## config.mk

```make
export PLATFORM = sky130hd
export DESIGN_NAME = datetime_add_normalize_core
export DESIGN_NICKNAME = d
export VERILOG_FILES = /design/src/rtl/dtan_pkg.sv /design/src/rtl/dtan_ctrl.sv /design/src/rtl/dtan_dp.sv /design/src/rtl/datetime_add_normalize_core.sv
export SDC_FILE = /design/constraint.sdc
export NUM_CORES = 1
export LEC_CHECK = 0
export ABC_AREA = 1
export BUFFER_PORTS_ARGS = -buffer_cell sky130_fd_sc_hd__buf_4
export CAP_MARGIN = 10
export CELL_PAD_IN_SITES_DETAIL_PLACEMENT = 0
export CELL_PAD_IN_SITES_GLOBAL_PLACEMENT = 1
export CORE_ASPECT_RATIO = 0.8
export CORE_MARGIN = 1.5
export CORE_UTILIZATION = 47
export DETAILED_ROUTE_END_ITERATION = 16
export GPL_ROUTABILITY_DRIVEN = 1
export HOLD_SLACK_MARGIN = 0.02
export PLACE_DENSITY = 0.84
export SLEW_MARGIN = 5
export SYNTH_ARGS = -nofsm -noshare
export SYNTH_HDL_FRONTEND = slang
export SYNTH_HIERARCHICAL = 1
export SYNTH_SLANG_ARGS = --single-unit
```

## constraint.sdc

```tcl
create_clock -name clk -period 11.57 [get_ports clk]
set_input_delay 1.157 -clock clk [delete_from_list [all_inputs] [get_ports clk]]
set_output_delay 1.157 -clock clk [all_outputs]
set_load 0.005 [all_outputs]
```

## src/rtl/dtan_pkg.sv

```systemverilog
package dtan_pkg;

  localparam int unsigned InWidth  = 96;
  localparam int unsigned OutWidth = 40;

  typedef enum logic [2:0] {
    ST_IDLE,
    ST_SEC,
    ST_MIN,
    ST_HOUR,
    ST_YEAR,
    ST_MONTH,
    ST_DONE
  } dtan_state_t;

  typedef struct packed {
    logic load;
    logic step_sec;
    logic step_min;
    logic step_hour;
    logic step_year;
    logic step_month;
    logic load_out;
  } dtan_cmd_t;

  typedef struct packed {
    logic year_fits;
    logic month_fits;
  } dtan_status_t;

  localparam logic [4:0] MonthLen [12] = '{
    5'd31, 5'd28, 5'd31, 5'd30, 5'd31, 5'd30,
    5'd31, 5'd31, 5'd30, 5'd31, 5'd30, 5'd31
  };

  // Zero-based month; February grows to 29 days in leap years.
  function automatic logic [4:0] month_days(input logic [3:0] mon, input logic leap);
    logic [4:0] len;
    len = 5'd31;
    if (mon < 4'd12) begin
      len = MonthLen[mon];
    end
    if (mon == 4'd1 && leap) begin
      len = 5'd29;
    end
    return len;
  endfunction

endpackage

```

## src/rtl/dtan_ctrl.sv

```systemverilog
module dtan_ctrl
  import dtan_pkg::*;
(
  input  logic         clk,
  input  logic         rst_n,
  input  logic         in_tvalid,
  output logic         in_tready,
  output logic         out_tvalid,
  input  logic         out_tready,
  input  dtan_status_t status,
  output dtan_cmd_t    cmd
);

  dtan_state_t state_r, state_nxt;
  logic        out_valid_r, out_valid_nxt;
  logic        out_free;

  assign out_free   = !out_valid_r || out_tready;
  assign out_tvalid = out_valid_r;

  always_ff @(posedge clk) begin
    if (!rst_n) begin
      state_r     <= ST_IDLE;
      out_valid_r <= 1'b0;
    end else begin
      state_r     <= state_nxt;
      out_valid_r <= out_valid_nxt;
    end
  end

  always_comb begin
    state_nxt     = state_r;
    cmd           = '0;
    in_tready     = 1'b0;
    out_valid_nxt = out_valid_r && !out_tready;
    case (state_r)
      ST_IDLE: begin
        in_tready = 1'b1;
        if (in_tvalid) begin
          cmd.load  = 1'b1;
          state_nxt = ST_SEC;
        end
      end
      ST_SEC: begin
        cmd.step_sec = 1'b1;
        state_nxt    = ST_MIN;
      end
      ST_MIN: begin
        cmd.step_min = 1'b1;
        state_nxt    = ST_HOUR;
      end
      ST_HOUR: begin
        cmd.step_hour = 1'b1;
        state_nxt     = ST_YEAR;
      end
      ST_YEAR: begin
        if (status.year_fits) begin
          state_nxt = ST_MONTH;
        end else begin
          cmd.step_year = 1'b1;
        end
      end
      ST_MONTH: begin
        if (status.month_fits) begin
          state_nxt = ST_DONE;
        end else begin
          cmd.step_month = 1'b1;
        end
      end
      ST_DONE: begin
        if (out_free) begin
          cmd.load_out  = 1'b1;
          out_valid_nxt = 1'b1;
          state_nxt     = ST_IDLE;
        end
      end
      default: begin
        state_nxt = ST_IDLE;
      end
    endcase
  end

`ifndef NO_ASSERTIONS
  a_accept_starts: assert property (@(posedge clk) disable iff (!rst_n)
    in_tvalid && in_tready |=> state_r == ST_SEC)
    else $error("accepted transaction did not start the time split");

  a_valid_from_done: assert property (@(posedge clk) disable iff (!rst_n)
    $rose(out_valid_r) |-> $past(state_r == ST_DONE))
    else $error("result raised outside the done state");

  a_done_delivers: assert property (@(posedge clk) disable iff (!rst_n)
    state_r == ST_DONE && out_free |=> out_valid_r && state_r == ST_IDLE)
    else $error("finished result not moved to the output register");
`endif

endmodule

```

## src/rtl/dtan_dp.sv

```systemverilog
module dtan_dp
  import dtan_pkg::*;
(
  input  logic                clk,
  input  logic [InWidth-1:0]  in_tdata,
  input  dtan_cmd_t           cmd,
  output dtan_status_t        status,
  output logic [OutWidth-1:0] out_tdata
);

  logic [11:0] sec_r,  sec_nxt;
  logic [11:0] min_r,  min_nxt;
  logic [11:0] hour_r, hour_nxt;
  logic [12:0] day_r,  day_nxt;
  logic [8:0]  mraw_r, mraw_nxt;
  logic [3:0]  mon_r,  mon_nxt;
  logic [13:0] year_r, year_nxt;
  logic [5:0]  osec_r, osec_nxt;
  logic [5:0]  omin_r, omin_nxt;
  logic [4:0]  ohour_r, ohour_nxt;
  logic [OutWidth-1:0] out_r, out_nxt;

  // Divide by 60 through a reciprocal multiply and one correction step.
  logic [22:0] p60;
  logic [6:0]  q60_0, q60;
  logic [11:0] r60_0, r60;
  logic [23:0] p24;
  logic [7:0]  q24_0, q24;
  logic [11:0] r24_0, r24;
  logic [8:0]  m1;
  logic [17:0] p12;
  logic [6:0]  q12_0, q12;
  logic [8:0]  r12_0, r12;
  logic [11:0] div60_in;
  logic [8:0]  ylen;
  logic [4:0]  dim;
  logic        leap;

  assign div60_in = cmd.step_min ? min_r : sec_r;
  assign p60   = {11'd0, div60_in} * 23'd1092;
  assign q60_0 = p60[22:16];
  assign r60_0 = div60_in - 12'({5'd0, q60_0} * 12'd60);
  assign q60   = (r60_0 >= 12'd60) ? q60_0 + 7'd1 : q60_0;
  assign r60   = (r60_0 >= 12'd60) ? r60_0 - 12'd60 : r60_0;

  assign p24   = {12'd0, hour_r} * 24'd2731;
  assign q24_0 = p24[23:16];
  assign r24_0 = hour_r - 12'({4'd0, q24_0} * 12'd24);
  assign q24   = (r24_0 >= 12'd24) ? q24_0 + 8'd1 : q24_0;
  assign r24   = (r24_0 >= 12'd24) ? r24_0 - 12'd24 : r24_0;

  // Month zero counts as January.
  assign m1    = (mraw_r == 9'd0) ? 9'd0 : mraw_r - 9'd1;
  assign p12   = {9'd0, m1} * 18'd171;
  assign q12_0 = p12[17:11];
  assign r12_0 = m1 - 9'({2'd0, q12_0} * 9'd12);
  assign q12   = (r12_0 >= 9'd12) ? q12_0 + 7'd1 : q12_0;
  assign r12   = (r12_0 >= 9'd12) ? r12_0 - 9'd12 : r12_0;

  assign leap  = (year_r[1:0] == 2'b00);
  assign ylen  = leap ? 9'd366 : 9'd365;
  assign dim   = month_days(mon_r, leap);

  assign status.year_fits  = (day_r <= {4'd0, ylen});
  assign status.month_fits = (day_r <= {8'd0, dim});

  always_comb begin
    sec_nxt   = sec_r;
    min_nxt   = min_r;
    hour_nxt  = hour_r;
    day_nxt   = day_r;
    mraw_nxt  = mraw_r;
    mon_nxt   = mon_r;
    year_nxt  = year_r;
    osec_nxt  = osec_r;
    omin_nxt  = omin_r;
    ohour_nxt = ohour_r;
    out_nxt   = out_r;
    if (cmd.load) begin
      sec_nxt  = {2'd0, in_tdata[9:0]}   + {2'd0, in_tdata[39:30]};
      min_nxt  = {2'd0, in_tdata[19:10]} + {2'd0, in_tdata[49:40]};
      hour_nxt = {2'd0, in_tdata[29:20]} + {2'd0, in_tdata[59:50]};
      day_nxt  = {1'b0, in_tdata[71:60]};
      mraw_nxt = in_tdata[80:72];
      year_nxt = in_tdata[94:81];
    end
    if (cmd.step_sec) begin
      osec_nxt = r60[5:0];
      min_nxt  = min_r + {5'd0, q60};
      mon_nxt  = r12[3:0];
      year_nxt = year_r + {7'd0, q12};
    end
    if (cmd.step_min) begin
      omin_nxt = r60[5:0];
      hour_nxt = hour_r + {5'd0, q60};
    end
    if (cmd.step_hour) begin
      ohour_nxt = r24[4:0];
      day_nxt   = day_r + {5'd0, q24};
    end
    if (cmd.step_year) begin
      day_nxt  = day_r - {4'd0, ylen};
      year_nxt = year_r + 14'd1;
    end
    if (cmd.step_month) begin
      day_nxt = day_r - {8'd0, dim};
      if (mon_r == 4'd11) begin
        mon_nxt  = 4'd0;
        year_nxt = year_r + 14'd1;
      end else begin
        mon_nxt = mon_r + 4'd1;
      end
    end
    if (cmd.load_out) begin
      out_nxt = {year_r, mon_r + 4'd1, day_r[4:0], ohour_r, omin_r, osec_r};
    end
  end

  always_ff @(posedge clk) begin
    sec_r   <= sec_nxt;
    min_r   <= min_nxt;
    hour_r  <= hour_nxt;
    day_r   <= day_nxt;
    mraw_r  <= mraw_nxt;
    mon_r   <= mon_nxt;
    year_r  <= year_nxt;
    osec_r  <= osec_nxt;
    omin_r  <= omin_nxt;
    ohour_r <= ohour_nxt;
    out_r   <= out_nxt;
  end

  assign out_tdata = out_r;

endmodule

```

## src/rtl/datetime_add_normalize_core.sv

```systemverilog
// Adds a time of day to a start date and time and returns the normalized
// date and time, one result transaction per input transaction. Seconds,
// minutes and hours are summed field by field, then split through a
// divide-by-60, divide-by-60 and divide-by-24 step that carries whole
// days into the day count; month zero counts as January and surplus
// months carry into the year. Whole years (366 days when the year is
// divisible by 4, else 365) and then whole months are removed one per
// cycle; at most 11 whole years and at most 12 whole months come off the
// day count. One item is in flight at a time; the output register holds
// a finished result while the next transaction is accepted and worked on.
module datetime_add_normalize_core
  import dtan_pkg::*;
(
  input  logic                clk,
  input  logic                rst_n,
  input  logic                in_tvalid,
  output logic                in_tready,
  // [9:0] start_seconds, [19:10] start_minutes, [29:20] start_hours,
  // [39:30] add_seconds, [49:40] add_minutes, [59:50] add_hours,
  // [71:60] start_day, [80:72] start_month, [94:81] start_year, [95] zero
  input  logic [InWidth-1:0]  in_tdata,
  output logic                out_tvalid,
  input  logic                out_tready,
  // [5:0] out_seconds, [11:6] out_minutes, [16:12] out_hours,
  // [21:17] out_day, [25:22] out_month, [39:26] out_year
  output logic [OutWidth-1:0] out_tdata
);

  dtan_cmd_t    cmd;
  dtan_status_t status;

  // Sequence the split, year and month steps and own the output valid.
  dtan_ctrl u_ctrl (
    .clk        (clk),
    .rst_n      (rst_n),
    .in_tvalid  (in_tvalid),
    .in_tready  (in_tready),
    .out_tvalid (out_tvalid),
    .out_tready (out_tready),
    .status     (status),
    .cmd        (cmd)
  );

  // Hold the working fields, the divide units and the result register.
  dtan_dp u_dp (
    .clk       (clk),
    .in_tdata  (in_tdata),
    .cmd       (cmd),
    .status    (status),
    .out_tdata (out_tdata)
  );

endmodule

```

==> results.cfg <==
[floorplanning]
core_area_sq_um = 36100
die_y_um = 175
ioPinCount = 142
dieArea_sq_um = 38000
die_x_um = 218
initial_core_util = 0.480
row_count = 62

[place]
placed_area_sq_um = 18900
gp_congestion = 0.907
hpwl_um = 36700
dp_cells = 2849
port_buffers = 140

[setup_path]
cpPeakStageDelay_ps = 560
crit_type = reg2reg
crit_fanout = 19
cp.arrival_ps = 10880
slowest_stage = fa_1
start_kind = flip-flop
cpMostUsedCell = nand2_1
cp-end-kind = flip-flop
cp_data_required_time_ps = 11750

[cells_and_area]
drive_gt1_frac = 0.0985
area_growth_pct = 12.9
nNetsFinal = 2856
multi_input_area_sq_um = 11700
fillers = 3428
fin_cells = 2885
diodes = 0
regArea_sq_um = 3900
fin_area_sq_um = 19500

[timing]
tns_ps = 0
skew_ps = 16.5
max_freq_mhz = 93.5
period_share = 0.924
final-hold-violation-count = 0
slew_headroom = 0.318
setup_violations = 0
min_period_ps = 10690
rsz0062_at_grt = false
slew_violations = 0
tightest_slew_ps = 1020

[routing]
drt_iter0_drc = 990
drt-wirelength-per-cell_um = 15.6
drc_errors = 0
first_pass_iters = 6
viasPerCell = 5.24
vias = 15100
detail-route-antenna-nets = 0
totalWireLength_um = 45000

[cts]
cts_buffer_depth = 2
cts_root_buffer = clkbuf_16
numCtsBuffers = 17
clkSinkCount = 136
cts_tree = built
htree_levels = 4
clock_latency_ps = 450
clkSlewWorstSetupHoldPaths_ps = 70

[flow_run]
drv_cap = 0

[synth]
synth_area_sq_um = 17300
synth_top_family_by_area = adder cells
ys_ff_latch = 136
synthArstFlopShare = 0
synth.net_count = 2713
synth.distinct_cells = 53
netlist_top_cells_area = edfxtp_1, ha_1, nand2_1, fa_1, inv_1
synth_enable_flop_cells = 118
yosys.area.top_type = edfxtp_1
synth_warnings = 6
synthXorXnorAreaFrac = 0.0494
yosys.area_share.simple = 0.199
synth_area_per_cell_sq_um = 7.70
synth_ff_type = edfxtp_1
synth_compound_area_frac = 0.126
synth_cells = 2249
synth-adder-area-share = 0.299
netlist.area_leader.share = 0.205
synth_mux_area_frac = 0.00116
seq_area_frac_synth = 0.226

[hold_path]
hold_class = reg2reg

[status]
outcome = finished, final reports clean

[global_route]
grt_pass1_vias = 14900
grt-ovfl-total = 0
grt_use_total = 0.243
grt_max_degree = 37
antenna_found_initial = 1
grt_pass1_wl_um = 74100
==> per-stage QoR <==
| step | setup WS [ps] | util | hold slack, ps |
|---|---|---|---|
| 2_1_floorplan | 2050 | - | 400 |
| 3_3_place_gp | 1030 | 0.524 | 403 |
| 3_5_place_dp | 847 | 0.524 | 405 |
| 4_1_cts | 813 | 0.541 | 421 |
| 5_1_grt | 15.8 | 0.542 | 421 |
| 6_report | 877 | 0.542 | 421 |
==> cells in the mapped netlist (3+ instances only) <==
cell and n:
inv_2 6, edfxtp_1 118, o22ai_1 5, inv_1 420, nand3_2 3, a31oi_1 15
nand3_1 115, o211ai_1 11, nor2_1 117, ha_1 282, o2111ai_1 4, buf_2 3
fa_1 82, o21a_1 4, a21o_1 6, nor3_1 30, nand3b_1 5, o21bai_1 11
nand4_1 30, o21ai_2 3, o21ai_0 115, nand2_2 12, nor4_1 6, o31ai_1 4
o21ai_1 17, dfxtp_1 18, clkbuf_1 21, a22oi_1 3, a21boi_0 3, a21oi_1 185
xnor2_1 26, xor2_1 69, nand2_1 454, nor2_2 9, or2_2 5, nand2_4 4
==> metal layers <==
metal	vias to the layer above	GRT usage	wire length [um]
li1	7764	-	-
met1	6967	0.354	22700
met2	356	0.384	19600
met3	39	0.0319	2100
met4	0	0.0521	601
met5	-	0	0
==> flip-flops by register name, summed over array words and instances, names as in the netlist <==
| signal | count |
|---|---|
| u_ctrl/state_r | 3 |
| u_dp/min_r | 12 |
| u_dp/osec_r | 6 |
| u_dp/year_r | 14 |
| u_dp/day_r | 13 |
| u_dp/sec_r | 11 |
| u_dp/mraw_r | 9 |
| u_ctrl/out_tvalid | 1 |
| u_dp/hour_r | 12 |
| u_dp/omin_r | 6 |
| u_dp/ohour_r | 5 |
| u_dp/mon_r | 4 |
| u_dp/out_tdata | 40 |
==> critical path: cells and delay by family, from the launching register on <==
| kind | cells | cell delay, ps |
|---|---|---|
| DFF | 1 | 380 |
| adders and majority gates | 10 | 3740 |
| AOI/OAI and AO/OA | 5 | 610 |
| xor gates and xnor gates | 5 | 1200 |
| and+or+nand+nor | 26 | 3060 |
| buffers and inverters | 12 | 1340 |
==> logic make-up after synthesis <==
| kind of cell | Yosys count |
|---|---|
| adder cells (fa/ha/maj) | 364 |
| multiplexers | 2 |
| flip-flops | 136 |
| XOR/XNOR | 96 |
| AND/OR/NAND/NOR | 799 |
| AO/OA/AOI/OAI | 397 |
| buffers and inverters | 455 |
==> placed cells by master, fill, tap and decap left out, types with 11 or more instances in the layout <==
| master | synthesis | layout |
|---|---|---|
| nor2_2 | 9 | 11 |
| xor2_1 | 69 | 69 |
| nand3_1 | 115 | 115 |
| o211ai_1 | 11 | 11 |
| nor2_1 | 117 | 115 |
| fa_1 | 82 | 82 |
| a31oi_1 | 15 | 15 |
| buf_4 | 1 | 150 |
| nand4_1 | 30 | 30 |
| o21bai_1 | 11 | 11 |
| o21ai_1 | 17 | 16 |
| a21oi_1 | 185 | 185 |
| nand2_2 | 12 | 12 |
| nor3_1 | 30 | 28 |
| nand2_1 | 454 | 454 |
| clkbuf_16 | 0 | 18 |
| ha_1 | 282 | 282 |
| edfxtp_1 | 118 | 118 |
| o21ai_0 | 115 | 115 |
| xnor2_1 | 26 | 26 |
| dfxtp_1 | 18 | 18 |
| inv_1 | 420 | 419 |
==> path summary, 6_finish.rpt <==
| kind | start | to | slack, ps | cells past startpoint |
|---|---|---|---|---|
| max | u_ctrl/state_r[0]$_SDFFE_PN0P_ | u_dp/hour_r[10]$_DFFE_PP_ | 880 | 58 |
| min | u_dp/osec_r[3]$_DFFE_PP_ | u_dp/out_tdata[3]$_DFFE_PP_ | 420 | 0 |
| max reg2reg | u_ctrl/state_r[0]$_SDFFE_PN0P_ | u_dp/hour_r[10]$_DFFE_PP_ | 880 | 58 |
| min reg2reg | u_dp/osec_r[3]$_DFFE_PP_ | u_dp/out_tdata[3]$_DFFE_PP_ | 420 | 0 |
==> cell type report <==
type,count,share of cell area
multi-input cells,1658,0.599
flip-flops and latches,136,0.200
inverters,428,0.0824
repair buffers,150,0.0576
well taps,480,0.0307
clock buffers,18,0.0230
clock inverters,14,0.00768
repair inverters,1,0.000256
==> timing repair <==
action | in CTS | in global routing
setup endpoints to repair | 0 | 3
gates resized for setup | 0 | 3
setup buffers | 0 | 3
hold buffers | 0 | 0
Power is not shown: default switching activity piles up to over one toggle a cycle in this logic, so the estimate is an artifact.
